## config.mk

```make
export PLATFORM = sky130hd
export DESIGN_NAME = ps2_mouse_packet_cursor_tracker
export DESIGN_NICKNAME = d
export VERILOG_FILES = /design/src/design/ps2mct_pkg.sv /design/src/design/ps2_mouse_packet_cursor_tracker.sv /design/src/design/ps2mct_clamp.sv
export SDC_FILE = /design/constraint.sdc
export NUM_CORES = 1
export LEC_CHECK = 0
export BUFFER_PORTS_ARGS = -buffer_cell sky130_fd_sc_hd__clkbuf_2
export CAP_MARGIN = 20
export CORE_AREA = 2 2 108 110
export CTS_BUF_LIST = sky130_fd_sc_hd__clkbuf_2
export CTS_CLUSTER_DIAMETER = 30
export CTS_CLUSTER_SIZE = 40
export DETAILED_ROUTE_END_ITERATION = 12
export DIE_AREA = 0 0 110 112
export HOLD_SLACK_MARGIN = 0.03
export PLACE_DENSITY = 0.79
export SYNTH_ARGS = -nofsm -noshare
export SYNTH_HDL_FRONTEND = slang
export SYNTH_SLANG_ARGS = --single-unit
```

## constraint.sdc

```tcl
create_clock -name clk -period 8.54 [get_ports clk]
set_input_delay 1.281 -clock clk [delete_from_list [all_inputs] [get_ports clk]]
set_output_delay 1.281 -clock clk [all_outputs]
set_load 0.03 [all_outputs]
```

## src/design/ps2mct_pkg.sv

```systemverilog
`timescale 1ns / 1ps
`default_nettype none

package ps2mct_pkg;

	localparam int SIZE_W   = 13;
	localparam int CURSOR_W = 12;
	localparam int BYTE_W   = 8;
	localparam int MOVE_W   = 9;
	localparam int CFG_IDX_W = 2;

	localparam logic [CFG_IDX_W-1:0] REG_SCREEN_WIDTH  = 2'd0;
	localparam logic [CFG_IDX_W-1:0] REG_SCREEN_HEIGHT = 2'd1;

	localparam logic [SIZE_W-1:0] SCREEN_WIDTH_RESET  = 13'd1024;
	localparam logic [SIZE_W-1:0] SCREEN_HEIGHT_RESET = 13'd768;

	localparam int RESET_X = 400;
	localparam int RESET_Y = 300;

	localparam int HDR_LEFT_BIT   = 0;
	localparam int HDR_SYNC_BIT   = 3;
	localparam int HDR_X_SIGN_BIT = 4;
	localparam int HDR_Y_SIGN_BIT = 5;

	typedef enum logic [1:0] {
		PH_HEADER = 2'd0,
		PH_XMOVE  = 2'd1,
		PH_YMOVE  = 2'd2
	} phase_t;

endpackage

`default_nettype wire

```

## src/design/ps2_mouse_packet_cursor_tracker.sv

```systemverilog
// A byte accepted into the input register is decoded from there; when the third byte
// of a packet advances, its result is loaded into the output register, which drives
// m_tvalid.
// Throughput: one byte per cycle; the input register stalls only while a result
// waits in the output register.
// Reset (arst_n low, asynchronous): phase waits for a header, cursor 400,300 (saturated
// to the coordinate range), buttons 0, screen 1024 x 768, no beat pending.
`timescale 1ns / 1ps
`default_nettype none

module ps2_mouse_packet_cursor_tracker #(
	parameter int COORD_WIDTH = 12
) (
	input  wire logic                                  clk,
	input  wire logic                                  arst_n,
	input  wire logic                                  cfg_valid,
	output logic                                       cfg_ready,
	input  wire logic [ps2mct_pkg::CFG_IDX_W-1:0]      cfg_index,
	input  wire logic [ps2mct_pkg::SIZE_W-1:0]         cfg_data,
	input  wire logic                                  s_tvalid,
	output logic                                       s_tready,
	// rx_byte[7:0]
	input  wire logic [7:0]                            s_tdata,
	output logic                                       m_tvalid,
	input  wire logic                                  m_tready,
	// cursor_x[11:0], cursor_y[23:12], left_button[24], prev_left_button[25], zero[31:26]
	output logic [31:0]                                m_tdata
);

	localparam int CurW = ps2mct_pkg::CURSOR_W;
	localparam int SW   = ps2mct_pkg::SIZE_W;
	localparam int MW   = ps2mct_pkg::MOVE_W;
	localparam int BW   = ps2mct_pkg::BYTE_W;
	localparam int CoordMax = (1 << COORD_WIDTH) - 1;
	localparam int ResetXInt = (ps2mct_pkg::RESET_X > CoordMax) ? CoordMax
		: ps2mct_pkg::RESET_X;
	localparam int ResetYInt = (ps2mct_pkg::RESET_Y > CoordMax) ? CoordMax
		: ps2mct_pkg::RESET_Y;
	localparam logic [COORD_WIDTH-1:0] ResetX = COORD_WIDTH'(ResetXInt);
	localparam logic [COORD_WIDTH-1:0] ResetY = COORD_WIDTH'(ResetYInt);

	logic [SW-1:0]          screen_width_q;
	logic [SW-1:0]          screen_height_q;

	logic                   valid_s1;
	logic [BW-1:0]          byte_s1;

	ps2mct_pkg::phase_t     phase_q;
	ps2mct_pkg::phase_t     phase_d;
	logic [BW-1:0]          header_q;
	logic [BW-1:0]          xmove_q;
	logic [COORD_WIDTH-1:0] pos_x_q;
	logic [COORD_WIDTH-1:0] pos_y_q;
	logic                   left_now_q;
	logic                   left_before_q;

	logic                   out_valid_q;
	logic [31:0]            out_data_q;

	logic                   advance;
	logic                   produce;
	logic                   take_header;
	logic                   take_xmove;
	logic [COORD_WIDTH-1:0] pos_x_new;
	logic [COORD_WIDTH-1:0] pos_y_new;
	logic [MW-1:0]          move_x;
	logic [MW-1:0]          move_y;

	assign cfg_ready = 1'b1;

	always_ff @(posedge clk or negedge arst_n) begin
		if (!arst_n) begin
			screen_width_q  <= ps2mct_pkg::SCREEN_WIDTH_RESET;
			screen_height_q <= ps2mct_pkg::SCREEN_HEIGHT_RESET;
		end else if (cfg_valid && cfg_ready) begin
			if (cfg_index == ps2mct_pkg::REG_SCREEN_WIDTH) begin
				screen_width_q <= cfg_data;
			end else if (cfg_index == ps2mct_pkg::REG_SCREEN_HEIGHT) begin
				screen_height_q <= cfg_data;
			end
		end
	end

	assign advance  = valid_s1 && (!out_valid_q || m_tready);
	assign s_tready = !valid_s1 || advance;

	always_ff @(posedge clk or negedge arst_n) begin
		if (!arst_n) begin
			valid_s1 <= 1'b0;
		end else if (s_tready) begin
			valid_s1 <= s_tvalid;
		end
	end

	always_ff @(posedge clk) begin
		if (s_tready && s_tvalid) begin
			byte_s1 <= s_tdata;
		end
	end

	// next phase
	always_comb begin
		phase_d = phase_q;
		unique case (phase_q)
			ps2mct_pkg::PH_HEADER: begin
				if (byte_s1[ps2mct_pkg::HDR_SYNC_BIT]) begin
					phase_d = ps2mct_pkg::PH_XMOVE;
				end
			end
			ps2mct_pkg::PH_XMOVE: begin
				phase_d = ps2mct_pkg::PH_YMOVE;
			end
			default: begin
				phase_d = ps2mct_pkg::PH_HEADER;
			end
		endcase
	end

	// per-phase actions
	always_comb begin
		take_header = 1'b0;
		take_xmove  = 1'b0;
		produce     = 1'b0;
		unique case (phase_q)
			ps2mct_pkg::PH_HEADER: begin
				take_header = byte_s1[ps2mct_pkg::HDR_SYNC_BIT];
			end
			ps2mct_pkg::PH_XMOVE: begin
				take_xmove = 1'b1;
			end
			default: begin
				produce = 1'b1;
			end
		endcase
	end

	assign move_x = {header_q[ps2mct_pkg::HDR_X_SIGN_BIT], xmove_q};
	assign move_y = {header_q[ps2mct_pkg::HDR_Y_SIGN_BIT], byte_s1};

	ps2mct_clamp #(
		.COORD_WIDTH(COORD_WIDTH)
	) u_clamp_x (
		.pos      (pos_x_q),
		.move     (move_x),
		.subtract (1'b0),
		.size     (screen_width_q),
		.pos_next (pos_x_new)
	);

	ps2mct_clamp #(
		.COORD_WIDTH(COORD_WIDTH)
	) u_clamp_y (
		.pos      (pos_y_q),
		.move     (move_y),
		.subtract (1'b1),
		.size     (screen_height_q),
		.pos_next (pos_y_new)
	);

	always_ff @(posedge clk or negedge arst_n) begin
		if (!arst_n) begin
			phase_q       <= ps2mct_pkg::PH_HEADER;
			header_q      <= '0;
			xmove_q       <= '0;
			pos_x_q       <= ResetX;
			pos_y_q       <= ResetY;
			left_now_q    <= 1'b0;
			left_before_q <= 1'b0;
		end else if (advance) begin
			phase_q <= phase_d;
			if (take_header) begin
				header_q <= byte_s1;
			end
			if (take_xmove) begin
				xmove_q <= byte_s1;
			end
			if (produce) begin
				pos_x_q       <= pos_x_new;
				pos_y_q       <= pos_y_new;
				left_now_q    <= header_q[ps2mct_pkg::HDR_LEFT_BIT];
				left_before_q <= left_now_q;
			end
		end
	end

	always_ff @(posedge clk or negedge arst_n) begin
		if (!arst_n) begin
			out_valid_q <= 1'b0;
		end else if (advance && produce) begin
			out_valid_q <= 1'b1;
		end else if (m_tready) begin
			out_valid_q <= 1'b0;
		end
	end

	always_ff @(posedge clk) begin
		if (advance && produce) begin
			out_data_q <= {6'b0, left_now_q, header_q[ps2mct_pkg::HDR_LEFT_BIT],
				CurW'(pos_y_new), CurW'(pos_x_new)};
		end
	end

	assign m_tvalid = out_valid_q;
	assign m_tdata  = out_data_q;

	a_result_loaded: assert property (@(posedge clk) disable iff (!arst_n)
		advance && produce |=> m_tvalid)
		else $error("completed packet did not reach the output register");

	a_ready_when_empty: assert property (@(posedge clk) disable iff (!arst_n)
		!valid_s1 |-> s_tready)
		else $error("input stalled with an empty input register");

	a_drop_unsynced: assert property (@(posedge clk) disable iff (!arst_n)
		advance && phase_q == ps2mct_pkg::PH_HEADER && !byte_s1[ps2mct_pkg::HDR_SYNC_BIT]
		|=> phase_q == ps2mct_pkg::PH_HEADER)
		else $error("header without sync bit left the header phase");

	a_prev_button: assert property (@(posedge clk) disable iff (!arst_n)
		advance && produce |=> left_before_q == $past(left_now_q))
		else $error("previous left button not carried over");

endmodule

`default_nettype wire

```

## src/design/ps2mct_clamp.sv

```systemverilog
`timescale 1ns / 1ps
`default_nettype none

module ps2mct_clamp #(
	parameter int COORD_WIDTH = 12
) (
	input  wire logic [COORD_WIDTH-1:0]              pos,
	input  wire logic [ps2mct_pkg::MOVE_W-1:0]       move,
	input  wire logic                                subtract,
	input  wire logic [ps2mct_pkg::SIZE_W-1:0]       size,
	output logic      [COORD_WIDTH-1:0]              pos_next
);

	localparam int SW = ps2mct_pkg::SIZE_W;
	localparam int MW = ps2mct_pkg::MOVE_W;
	localparam int LW = (COORD_WIDTH + 1 > SW) ? COORD_WIDTH + 1 : SW;
	localparam int VW = COORD_WIDTH + 2;

	logic        [LW-1:0] size_ext;
	logic        [LW-1:0] lim_max;
	logic        [LW-1:0] lim;
	logic signed [VW-1:0] pos_ext;
	logic signed [VW-1:0] move_ext;
	logic signed [VW-1:0] sum;
	logic        [LW-1:0] sum_mag;

	always_comb begin
		size_ext = LW'(size);
		lim_max  = LW'(1) << COORD_WIDTH;
		if (size_ext > lim_max) begin
			lim = lim_max;
		end else if (size_ext == '0) begin
			lim = LW'(1);
		end else begin
			lim = size_ext;
		end
	end

	always_comb begin
		pos_ext  = $signed({2'b00, pos});
		move_ext = $signed({{(VW-MW){move[MW-1]}}, move});
		if (subtract) begin
			sum = pos_ext - move_ext;
		end else begin
			sum = pos_ext + move_ext;
		end
		sum_mag = LW'(sum[VW-2:0]);
		if (sum[VW-1]) begin
			pos_next = '0;
		end else if (sum_mag >= lim) begin
			pos_next = COORD_WIDTH'(lim - LW'(1));
		end else begin
			pos_next = sum[COORD_WIDTH-1:0];
		end
	end

endmodule

`default_nettype wire

```

Yosys cells after proc, flatten, opt, wreduce, memory -nomap -nowiden
Index checks and enable logic that the tools add are counted.
- add/subtract/negate cells: 4
- $lt $le $gt $ge: 4
- eq/ne operators: 3
- multiplexer cells: 15
- bitwise logic cells: 2
- reductions and logical operators: 19
- operators by type and width (operator ; count):
    2-to-1 mux 13 bit ; 4
    2-to-1 mux 12 bit ; 4
    greater-or-equal comparator 13 bit ; 2
    > comparator 13 bit, second input constant ; 2
    zero test 13 bit ; 2
    subtractor 12 x 1 -> 12 bit, second input constant ; 2
    adder 13 x 9 -> 14 bit ; 1
    subtractor 13 x 9 -> 14 bit ; 1
    AND reduction 2 bit ; 5
    2-to-1 mux 1 bit ; 5
    == test 2 x 1 -> 1 bit, second input constant ; 2
    zero test 2 bit ; 2
    case mux 2 bit (2 select lines) ; 1
    logical AND 1 bit ; 3
    AND reduction 3 bit ; 1
    zero test 1 bit ; 2
    logical OR 1 bit ; 2
    2-to-1 mux 2 bit ; 1
    inequality test 2 bit, second input constant ; 1
    inverter 1 bit ; 2
    nonzero test 2 bit ; 1
    OR reduction 2 bit ; 1
- register bits after elaboration: 103
- bits of input ports: 28
- output and inout bits: 35
- word-level logic and storage cells: 59

Longest topological paths before layout
Gate-level depths: netlist of the first run.
- depth in word-level cells: 6
- depth in mapped cells: 16

By module
Synthesis of the first run repeated with hierarchy kept, for this count alone.
- cell total of the unflattened synthesis: 676
- area, all modules: 7159.4 µm²
- by module, submodules not included (module ; instances ; cells each ; area each (µm²) ; seq. area each (µm²)):
    ps2_mouse_packet_cursor_tracker ; 1 ; 190 ; 3676.0 ; 2685.1
    ps2mct_clamp ; 2 ; 243 ; 1741.7 ; 0.0

Worst setup path after synthesis of the first run
No wires, ideal clock.
- path kind: flip-flop to flip-flop
- start point: register pos_x_q[0]
- end point: register out_data_q[2] (netlist: m_tdata[2]) (data pin)
- setup time: 0.266 ns
- data arrival time: 3.585 ns
- data required time: 8.274 ns
- setup slack: 4.689 ns
- cell stages (with the launch flop): 16
- period minus slack after synthesis: 3.851 ns
- path through: dfrtp_1 -> ha_1 -> fa_1 -> a21o_1 -> a221oi_1 -> o21a_1 -> o21ai_0 -> a21o_1 -> xor2_1 -> ha_1 -> nand4_1 -> a211oi_1 -> a2111o_1 -> buf_2 -> mux2i_1 -> nor2_1
- longest elaborated chain between the ends: 4
- RTL lines (element ; RTL line ; text):
    start, declared ; ps2_mouse_packet_cursor_tracker.sv:52 ; logic [COORD_WIDTH-1:0] pos_x_q;
    start signal, assigned ; ps2_mouse_packet_cursor_tracker.sv:165 ; pos_x_q <= ResetX;
    start signal, assigned ; ps2_mouse_packet_cursor_tracker.sv:178 ; pos_x_q <= pos_x_new;
    adder 13 x 9 -> 14 bit (*) ; ps2mct_clamp.sv:45 ; sum = pos_ext + move_ext;
    greater-or-equal comparator 13 bit ; ps2mct_clamp.sv:50 ; end else if (sum_mag >= lim) begin
    2-to-1 mux 12 bit ; ps2mct_clamp.sv:50 ;
    2-to-1 mux 12 bit (*) ; ps2mct_clamp.sv:48 ; if (sum[VW-1]) begin
    named net pos_x_new[2] ; ps2_mouse_packet_cursor_tracker.sv:64 ; logic [COORD_WIDTH-1:0] pos_x_new;
    end signal, assigned ; ps2_mouse_packet_cursor_tracker.sv:198 ; out_data_q <= {6'b0, left_now_q, header_q[ps2mct_pkg::HDR_LEFT_BIT],
    end, declared ; ps2_mouse_packet_cursor_tracker.sv:58 ; logic [31:0] out_data_q;
The timed path passes the listed nets; every way through them passes the cells marked *.
A chain may end at the register's enable or synchronous reset.

Worst setup path in the final report of the first run
- start point: register xmove_q[0]
- end point: register pos_x_q[3]
- longest elaborated chain between the ends: 4
- RTL lines (element ; RTL line ; text):
    start, declared ; ps2_mouse_packet_cursor_tracker.sv:51 ; logic [BW-1:0] xmove_q;
    start signal, assigned ; ps2_mouse_packet_cursor_tracker.sv:175 ; xmove_q <= byte_s1;
    adder 13 x 9 -> 14 bit (*) ; ps2mct_clamp.sv:45 ;
    greater-or-equal comparator 13 bit ; ps2mct_clamp.sv:50 ;
    2-to-1 mux 12 bit ; ps2mct_clamp.sv:50 ;
    2-to-1 mux 12 bit (*) ; ps2mct_clamp.sv:48 ;
Mark *: on every way between the ends. The rest lies on a longest branch, timed or not.

==> results.ini, run 1 <==
[setup_path]
critPathRequiredTime_ps = 9070
start_kind = flop
timing.critical_path.arrival_ps = 4980
worstSetupPathType = reg2reg
worstPathMaxFanout = 4
end_kind = flop

[clock_network]
clk_transition_reported_paths_ps = 310
ctsResizeCount = 0
clockRootBuffer = sky130_fd_sc_hd__clkbuf_2
cts_post_setup_buffers_inserted = 0
clock_latency_ps = 610
postCtsHoldBufs = 0
cts_buffer_depth = 2
numCtsBuffers = 9
ctsHtreeMaxLevel = 3
cts_tree = built
cts_sinks = 100

[sta]
layout_min_cycle_time_ps = 4444
skew_ps = 29.05
fin_worst_hold_slack_ps = 497.0
timing.final.max_slew_violations = 0
relSlewSlack = 0.4218
final-hold-violation-count = 0
timing.final.crit_share = 0.5204
setup_viol = 0
rsz0062_at_grt = no
tightestPinTransition_ps = 845.5
maxClockFrequency_ghz = 0.2250
setup_total_negative_slack_ps = 0

[pwr]
pwr-share-comb = 0.649
p_leak_nw = 3.178
clock_power_share = 0.076
power.ir.vdd_worst_uv = 276.9
power.net_switching_w = 0.001491
power.internal_w = 0.001506
power_density_mw_per_mm2 = 430.2
power.sequential.fraction = 0.275
swShare = 0.4975

[synth]
ys_warnings = 0
synthesis.area_sq_mm = 0.006471
synth-edff-count = 34
synth_top_flop_cell = sky130_fd_sc_hd__dfrtp_1
seq_cells_post_synth = 100
syn_inst = 660
synth.lib_cells_used.distinct = 69
async_reset_ff_frac = 0.6600
seq_area_frac_synth = 0.4149
synthesis.area_per_instance_sq_um = 9.805

[detailed_routing]
postRouteWirelength_um = 14910
route.detailed.vias_per_inst = 6.139
dr.pass1.iters = 5
drt_first_iter_violations = 391
wl_per_cell_um = 17.43
dr_total_vias = 5249
final_antenna_net_count = 0
drc_errors = 0

[finish]
fillCellCount = 933
antenna_cells = 0
post_route_cells_drive_above_1_share = 0.1812
nets = 791
final-seq-area_sq_mm = 0.002685
areaGrowthSynthToFinish_pct = 7.676
final_area_sq_mm = 0.006968
multi_input_comb_area_sq_mm = 0.003550

[global_route]
largest_net_degree_at_the_start_of_global_routing = 67
first_global_vias = 5076
grt_overflow_total = 0
first_pass_grt_wire_length_um = 24780
globalRouteTotalUtil = 0.2571
antenna_found_initial = 0

[floorplan]
die_h_um = 112
die_area_sq_mm = 0.01232
core_region_area_sq_mm = 0.01117
dieWidth_um = 110
placement_rows = 39
design.portCount = 63
initial_core_utilization = 0.5791

[run_status]
status = complete, no violations

[run]
max-cap-violations = 0

[placed_design]
post-dp-hpwl_um = 11280
portBuffers = 55
place_area_sq_mm = 0.006843
gp_congestion = 0.9157

[hold_path]
hp-class = reg2reg

-- synth_stat cells (all sizes together) (9+ instances only) --
master  count  area (sq um)
edfxtp     34          1021
nor3       24         130.1
o31ai      22         170.2
nor2       40         150.1
clkbuf     18         67.56
a21oi      28         140.1
a21o       12         90.09
dfrtp      56          1401
dfstp      10         262.8
xnor2      13         113.9
inv        29         108.9
xor2        9         78.83
or3        10         67.56
mux2i      19         190.2
nand2      87         326.6
ha         54         675.7
nand2b      9         56.30
mux2       27         304.0
o21ai      43         215.2
buf        12         76.32
-- metal layers --
layer	routed length [um]	share of wire	GRT usage	vias up
li1	-	-	-	2503
met2	7289	0.49	0.4233	187
met5	0	0	0	-
met1	6296	0.42	0.3502	2532
met3	993	0.067	0.03630	27
met4	327	0.022	0.07932	0
-- layout make-up --
class / count / share of cell area
clock buffers: 9 / 0.006464
clock inverters: 7 / 0.009876
inverters: 31 / 0.01670
multi-input cells: 504 / 0.5094
flip-flops and latches: 100 / 0.3853
well taps: 143 / 0.02568
repair buffers: 61 / 0.04651
-- sequential cells by signal, indices dropped and copies added, names as in the netlist --
signal	flops
valid_s1	1
pos_y_q	12
pos_x_q	12
screen_width_q	13
byte_s1	8
left_now_q	1
phase_q	2
header_q	3
m_tvalid	1
screen_height_q	13
m_tdata	26
xmove_q	8
-- power groups by stage --
| stage | sequential (W) | combinational [W] | clock (W) |
|---|---|---|---|
| after CTS | 0.000823 | 0.00192 | 0.000230 |
| after global placement | 0.000826 | 0.00181 | 0 |
| after detailed placement | 0.000834 | 0.00191 | 0 |
| after floorplan | 0.000865 | 0.00141 | 0 |
| final | 0.000824 | 0.00195 | 0.000227 |
| after global routing | 0.000842 | 0.00216 | 0.000249 |
-- worst max-delay path, stage by stage (launching register included) --
cell and delay (ps):
sky130_fd_sc_hd__dfrtp_1 460, sky130_fd_sc_hd__ha_1 220, sky130_fd_sc_hd__fa_1 410, sky130_fd_sc_hd__a21o_1 200
sky130_fd_sc_hd__a221oi_1 520, sky130_fd_sc_hd__o21a_1 200, sky130_fd_sc_hd__o21ai_0 70, sky130_fd_sc_hd__a21o_1 210
sky130_fd_sc_hd__xor2_1 140, sky130_fd_sc_hd__ha_1 350, sky130_fd_sc_hd__nand4_1 120, sky130_fd_sc_hd__a211oi_1 70
sky130_fd_sc_hd__a2111oi_0 750, sky130_fd_sc_hd__a2111oi_0 240, sky130_fd_sc_hd__o41ai_1 410
-- cell usage in the layout, fill, tap and decap left out, types with 4 or more instances in the layout --
cell type                   n
sky130_fd_sc_hd__a21oi_1   28
sky130_fd_sc_hd__xor2_1     9
sky130_fd_sc_hd__nand2b_1   9
sky130_fd_sc_hd__ha_1      54
sky130_fd_sc_hd__mux2_2    27
sky130_fd_sc_hd__and2_1     7
sky130_fd_sc_hd__a211oi_1   5
sky130_fd_sc_hd__nor2_1    40
sky130_fd_sc_hd__o211ai_1   6
sky130_fd_sc_hd__o41ai_1    4
sky130_fd_sc_hd__o21ai_0   43
sky130_fd_sc_hd__clkbuf_2  64
sky130_fd_sc_hd__buf_4      5
sky130_fd_sc_hd__a21o_1    12
sky130_fd_sc_hd__or2_2      4
sky130_fd_sc_hd__dfrtp_1   56
sky130_fd_sc_hd__edfxtp_1  34
sky130_fd_sc_hd__conb_1     7
sky130_fd_sc_hd__dfstp_2   10
sky130_fd_sc_hd__o21a_1     4
sky130_fd_sc_hd__nand3_1    8
sky130_fd_sc_hd__nor3_1    22
sky130_fd_sc_hd__xnor2_1   13
sky130_fd_sc_hd__inv_1     29
sky130_fd_sc_hd__nand2_1   87
sky130_fd_sc_hd__mux2i_1   19
sky130_fd_sc_hd__and3_1     4
sky130_fd_sc_hd__or3_1      9
sky130_fd_sc_hd__o31ai_1   21
-- logic make-up after synthesis --
logic type               Yosys count  share of synthesized area
other                              2                   0.001161
AND/OR/NAND/NOR                  213                     0.1562
XOR/XNOR                          22                    0.02978
AO/OA/AOI/OAI                    160                     0.1707
buffers and inverters             61                    0.04022
adder cells (fa/ha/maj)           56                     0.1106
multiplexers                      46                    0.07637
flip-flops                       100                     0.4149
-- stage by stage --
step	instances	utilization	worst slack (ps)	total power, W
2_1_floorplan	665	-	4689	0.002278
4_1_cts	854	0.6226	4134	0.002972
6_report	855	0.6236	4096	0.002997
3_5_place_dp	838	0.6124	4182	0.002744
5_1_grt	855	0.6236	3829	0.003249
3_3_place_gp	838	0.6124	4337	0.002639
-- worst paths after layout --
check	start	endpoint	slack (ps)	cells after the start
min	pos_y_q[3]	pos_y_q[3]	500	2
max in group asynchronous	arst_n	screen_width_q[8]	7140	2
min reg2reg	pos_y_q[3]	pos_y_q[3]	500	2
max	xmove_q[0]	pos_x_q[3]	4100	14
min in group asynchronous	arst_n	pos_y_q[4]	820	2
max reg2reg	xmove_q[0]	pos_x_q[3]	4100	14
No activity file was read; power rests on OpenSTA's default activity.
==> run 2: changes to the inputs <==
--- a/config.mk
+++ b/config.mk
@@ -7,14 +7,14 @@
 export LEC_CHECK = 0
 export BUFFER_PORTS_ARGS = -buffer_cell sky130_fd_sc_hd__clkbuf_2
 export CAP_MARGIN = 20
-export CORE_AREA = 2 2 108 110
+export CORE_AREA = 2 2 111 113
 export CTS_BUF_LIST = sky130_fd_sc_hd__clkbuf_2
 export CTS_CLUSTER_DIAMETER = 30
 export CTS_CLUSTER_SIZE = 40
 export DETAILED_ROUTE_END_ITERATION = 12
-export DIE_AREA = 0 0 110 112
+export DIE_AREA = 0 0 113 115
 export HOLD_SLACK_MARGIN = 0.03
-export PLACE_DENSITY = 0.79
+export PLACE_DENSITY = 0.78
 export SYNTH_ARGS = -nofsm -noshare
 export SYNTH_HDL_FRONTEND = slang
 export SYNTH_SLANG_ARGS = --single-unit
==> constraint.sdc (replaced) <==
create_clock -name clk -period 3.95 [get_ports clk]
set_input_delay 0.5925 -clock clk [delete_from_list [all_inputs] [get_ports clk]]
set_output_delay 0.5925 -clock clk [all_outputs]
set_load 0.03 [all_outputs]
==> results.ini, run 2 (synthesized netlist as in run 1, its figures left out) <==
[floorplan]
initial_core_utilization = 0.5479  ; -0.03123
design.portCount = 63  ; unchanged
die_area_sq_mm = 0.01300  ; +5.5%
die_h_um = 115  ; +2.7%
core_region_area_sq_mm = 0.01181  ; +5.7%
placement_rows = 40  ; +2.6%
dieWidth_um = 113  ; +2.7%

[placed_design]
post-dp-hpwl_um = 11430  ; +1.3%
portBuffers = 55  ; unchanged
gp_congestion = 0.9156  ; about the same
placed_cells_incl_taps = 859  ; +2.5%

[finish]
largest_register_ffs = 26  ; unchanged
layout_commonest_cell = sky130_fd_sc_hd__nand2_1
multi_input_comb_area_sq_mm = 0.003774  ; +6.3%
final-instance-count-excl-fill = 884  ; +3.4%
final-seq-area_sq_mm = 0.002685  ; unchanged
post_route_cells_drive_above_1_share = 0.2497  ; +0.06848
nets = 816  ; +3.2%
mostFrequentLayoutCells = 87 x sky130_fd_sc_hd__nand2_1, 64 x sky130_fd_sc_hd__clkbuf_2, 56 x sky130_fd_sc_hd__dfrtp_1, 53 x sky130_fd_sc_hd__ha_1
antenna_cells = 0  ; unchanged
finalCoreUtilization = 0.6282  ; +0.004620
areaGrowthSynthToFinish_pct = 14.66
fillCellCount = 939  ; +0.64%

[detailed_routing]
postRouteWirelength_um = 15690  ; +5.3%
dr_total_vias = 5388  ; +2.6%
dr.pass1.iters = 10  ; +5
drc_errors = 5  ; +5
route.detailed.vias_per_inst = 6.095  ; -0.72%
final_antenna_net_count = 0  ; unchanged
drt_first_iter_violations = 456  ; +17%
wl_per_cell_um = 17.75  ; +1.8%

[run_status]
failed_checks = DRC
status = finished, violations left

[setup_path]
worstPathMaxFanout = 3  ; -1
setup.worst_path.end = pos_x_q[3]
timing.critical_path.slowest_stage_cell = sky130_fd_sc_hd__a2111oi_2
start_kind = flop
timing.critical_path.arrival_ps = 4430  ; -550 ps
r2r_cells = 16  ; +2
path_delay_family = compound AO/OA/AOI/OAI gates
worstSetupPathType = reg2reg
cp_cell_sequence = ha_2, fa_2, a21o_1, a221oi_2, buf_4, o21a_1, o21ai_1, a21o_1, xor2_1, ha_1, nand4_1, a211oi_2, buf_4, a2111oi_2, a2111oi_2, o41ai_2
end_kind = flop
cp_num_buf_inv = 2  ; +2
regToRegSetupSlack_ps = 40  ; -4060 ps
worstReg2RegStart = xmove_q[0]
crit-reg2reg-capture = pos_x_q[3]
critPathRequiredTime_ps = 4470  ; -4600 ps
timing.critical_path.slowest_cell_delay_ps = 540  ; -210 ps
critical_path_cell_count = 16  ; +2
setup_crit_start = xmove_q[0]

[global_route]
grt_overflow_total = 0  ; unchanged
first_pass_grt_wire_length_um = 24910  ; +0.53%
largest_net_degree_at_the_start_of_global_routing = 46  ; -31%
globalRouteTotalUtil = 0.2411  ; -0.01604
first_global_vias = 5148  ; +1.4%
antenna_found_initial = 0  ; unchanged

[sta]
rsz0062_at_grt = yes
fin_worst_hold_slack_ps = 135.7  ; -361.3 ps
maxClockFrequency_ghz = 0.2557  ; +14%
final-hold-violation-count = 0  ; unchanged
tightestPinTransition_ps = 858.6  ; +13.18 ps
relSlewSlack = 0.4262  ; +0.004405
setup_viol = 0  ; unchanged
timing.final.max_slew_violations = 0  ; unchanged
timing.final.crit_share = 0.9903  ; +0.4699
layout_min_cycle_time_ps = 3912  ; -532.8 ps
skew_ps = 30.59  ; +1.536 ps

[clock_network]
cts_tree = built
numCtsBuffers = 9  ; unchanged
clock_latency_ps = 600  ; about the same
cts_buffer_depth = 2  ; unchanged
cts_sinks = 100  ; unchanged
clockRootBuffer = sky130_fd_sc_hd__clkbuf_2
ctsHtreeMaxLevel = 3  ; unchanged
clk_transition_reported_paths_ps = 290  ; -20 ps

[hold_path]
hp-class = in2reg

[run]
max-cap-violations = 0  ; unchanged

## run 2: changes by cell type in the layout (fill, tap and decap cells not counted), sizes merged
| cell | before | now |
|---|---|---|
| dlygate4sd3 | 0 | 1 |
| buf | 6 | 29 |
| bufinv | 0 | 1 |
| clkbuf | 64 | 65 |
| clkinv | 4 | 5 |
| clkinvlp | 2 | 0 |
## run 2: metal layers
layer  part of all wire  wire, um  track usage  vias to the layer above
met1               0.44      6978       0.3244                     2628
met2               0.48      7553       0.4040                      177
met4              0.024       380      0.07317                        0
li1                   -         -            -                     2552
met5                  0         0            0                        -
met3              0.050       778      0.04059                       31
## run 2: cell type report
class,instances,area share
clock inverter,7,0.009612
multi-input combinational,504,0.5086
clock buffer,9,0.006071
sequential,100,0.3619
tap,147,0.02479
inverter,31,0.01568
timing repair buffer,86,0.07336
## run 2: how the worst min path moves through the flow
stage | startpoint | end | slack, ps | cells past startpoint
global placement | left_now_q | m_tdata[25] | 430 | 0
floorplan | arst_n | header_q[0] | 300 | 0
global route | s_tdata[3] | byte_s1[3] | 60 | 1
detailed placement | left_now_q | m_tdata[25] | 430 | 0
CTS | s_tdata[7] | byte_s1[7] | 110 | 1
finish | s_tdata[7] | byte_s1[7] | 140 | 1
## run 2: timing repair
action | CTS | global route
cloned | 0 | 1
pin swaps | 0 | 20
endpoints found under the hold margin | 16 | 0
gates resized for setup | 5 | 43
buffers inserted | 0 | 6
hold buffers | 1 | 0
endpoints found under the setup margin | 5 | 39
## run 2: worst reg2reg max path, cell delays in order, from the launching register on
cell and delay, ps:
sky130_fd_sc_hd__dfrtp_1 450, sky130_fd_sc_hd__ha_2 210, sky130_fd_sc_hd__fa_2 360, sky130_fd_sc_hd__a21o_1 220, sky130_fd_sc_hd__a221oi_2 240, sky130_fd_sc_hd__buf_4 150, sky130_fd_sc_hd__o21a_1 100, sky130_fd_sc_hd__o21ai_1 50
sky130_fd_sc_hd__a21o_1 190, sky130_fd_sc_hd__xor2_1 150, sky130_fd_sc_hd__ha_1 330, sky130_fd_sc_hd__nand4_1 140, sky130_fd_sc_hd__a211oi_2 70, sky130_fd_sc_hd__buf_4 150, sky130_fd_sc_hd__a2111oi_2 540, sky130_fd_sc_hd__a2111oi_2 120
sky130_fd_sc_hd__o41ai_2 360
## run 2: through the flow
step / instance area [sq um] / TNS (ps) / setup WS, ps
2_1_floorplan: 6490 / 0 / 98.71
4_1_cts: 7136 / 0 / 8.410
3_3_place_gp: 6988 / 0 / 46.37
5_1_grt: 7420 / -2775 / -192.1
3_5_place_dp: 6988 / -251.5 / -133.7
6_report: 7420 / 0 / 38.40
Power of run 2 is left out: the tool's default activity adds up to more than one toggle a clock period on the data nets, which glitch-free logic cannot reach.
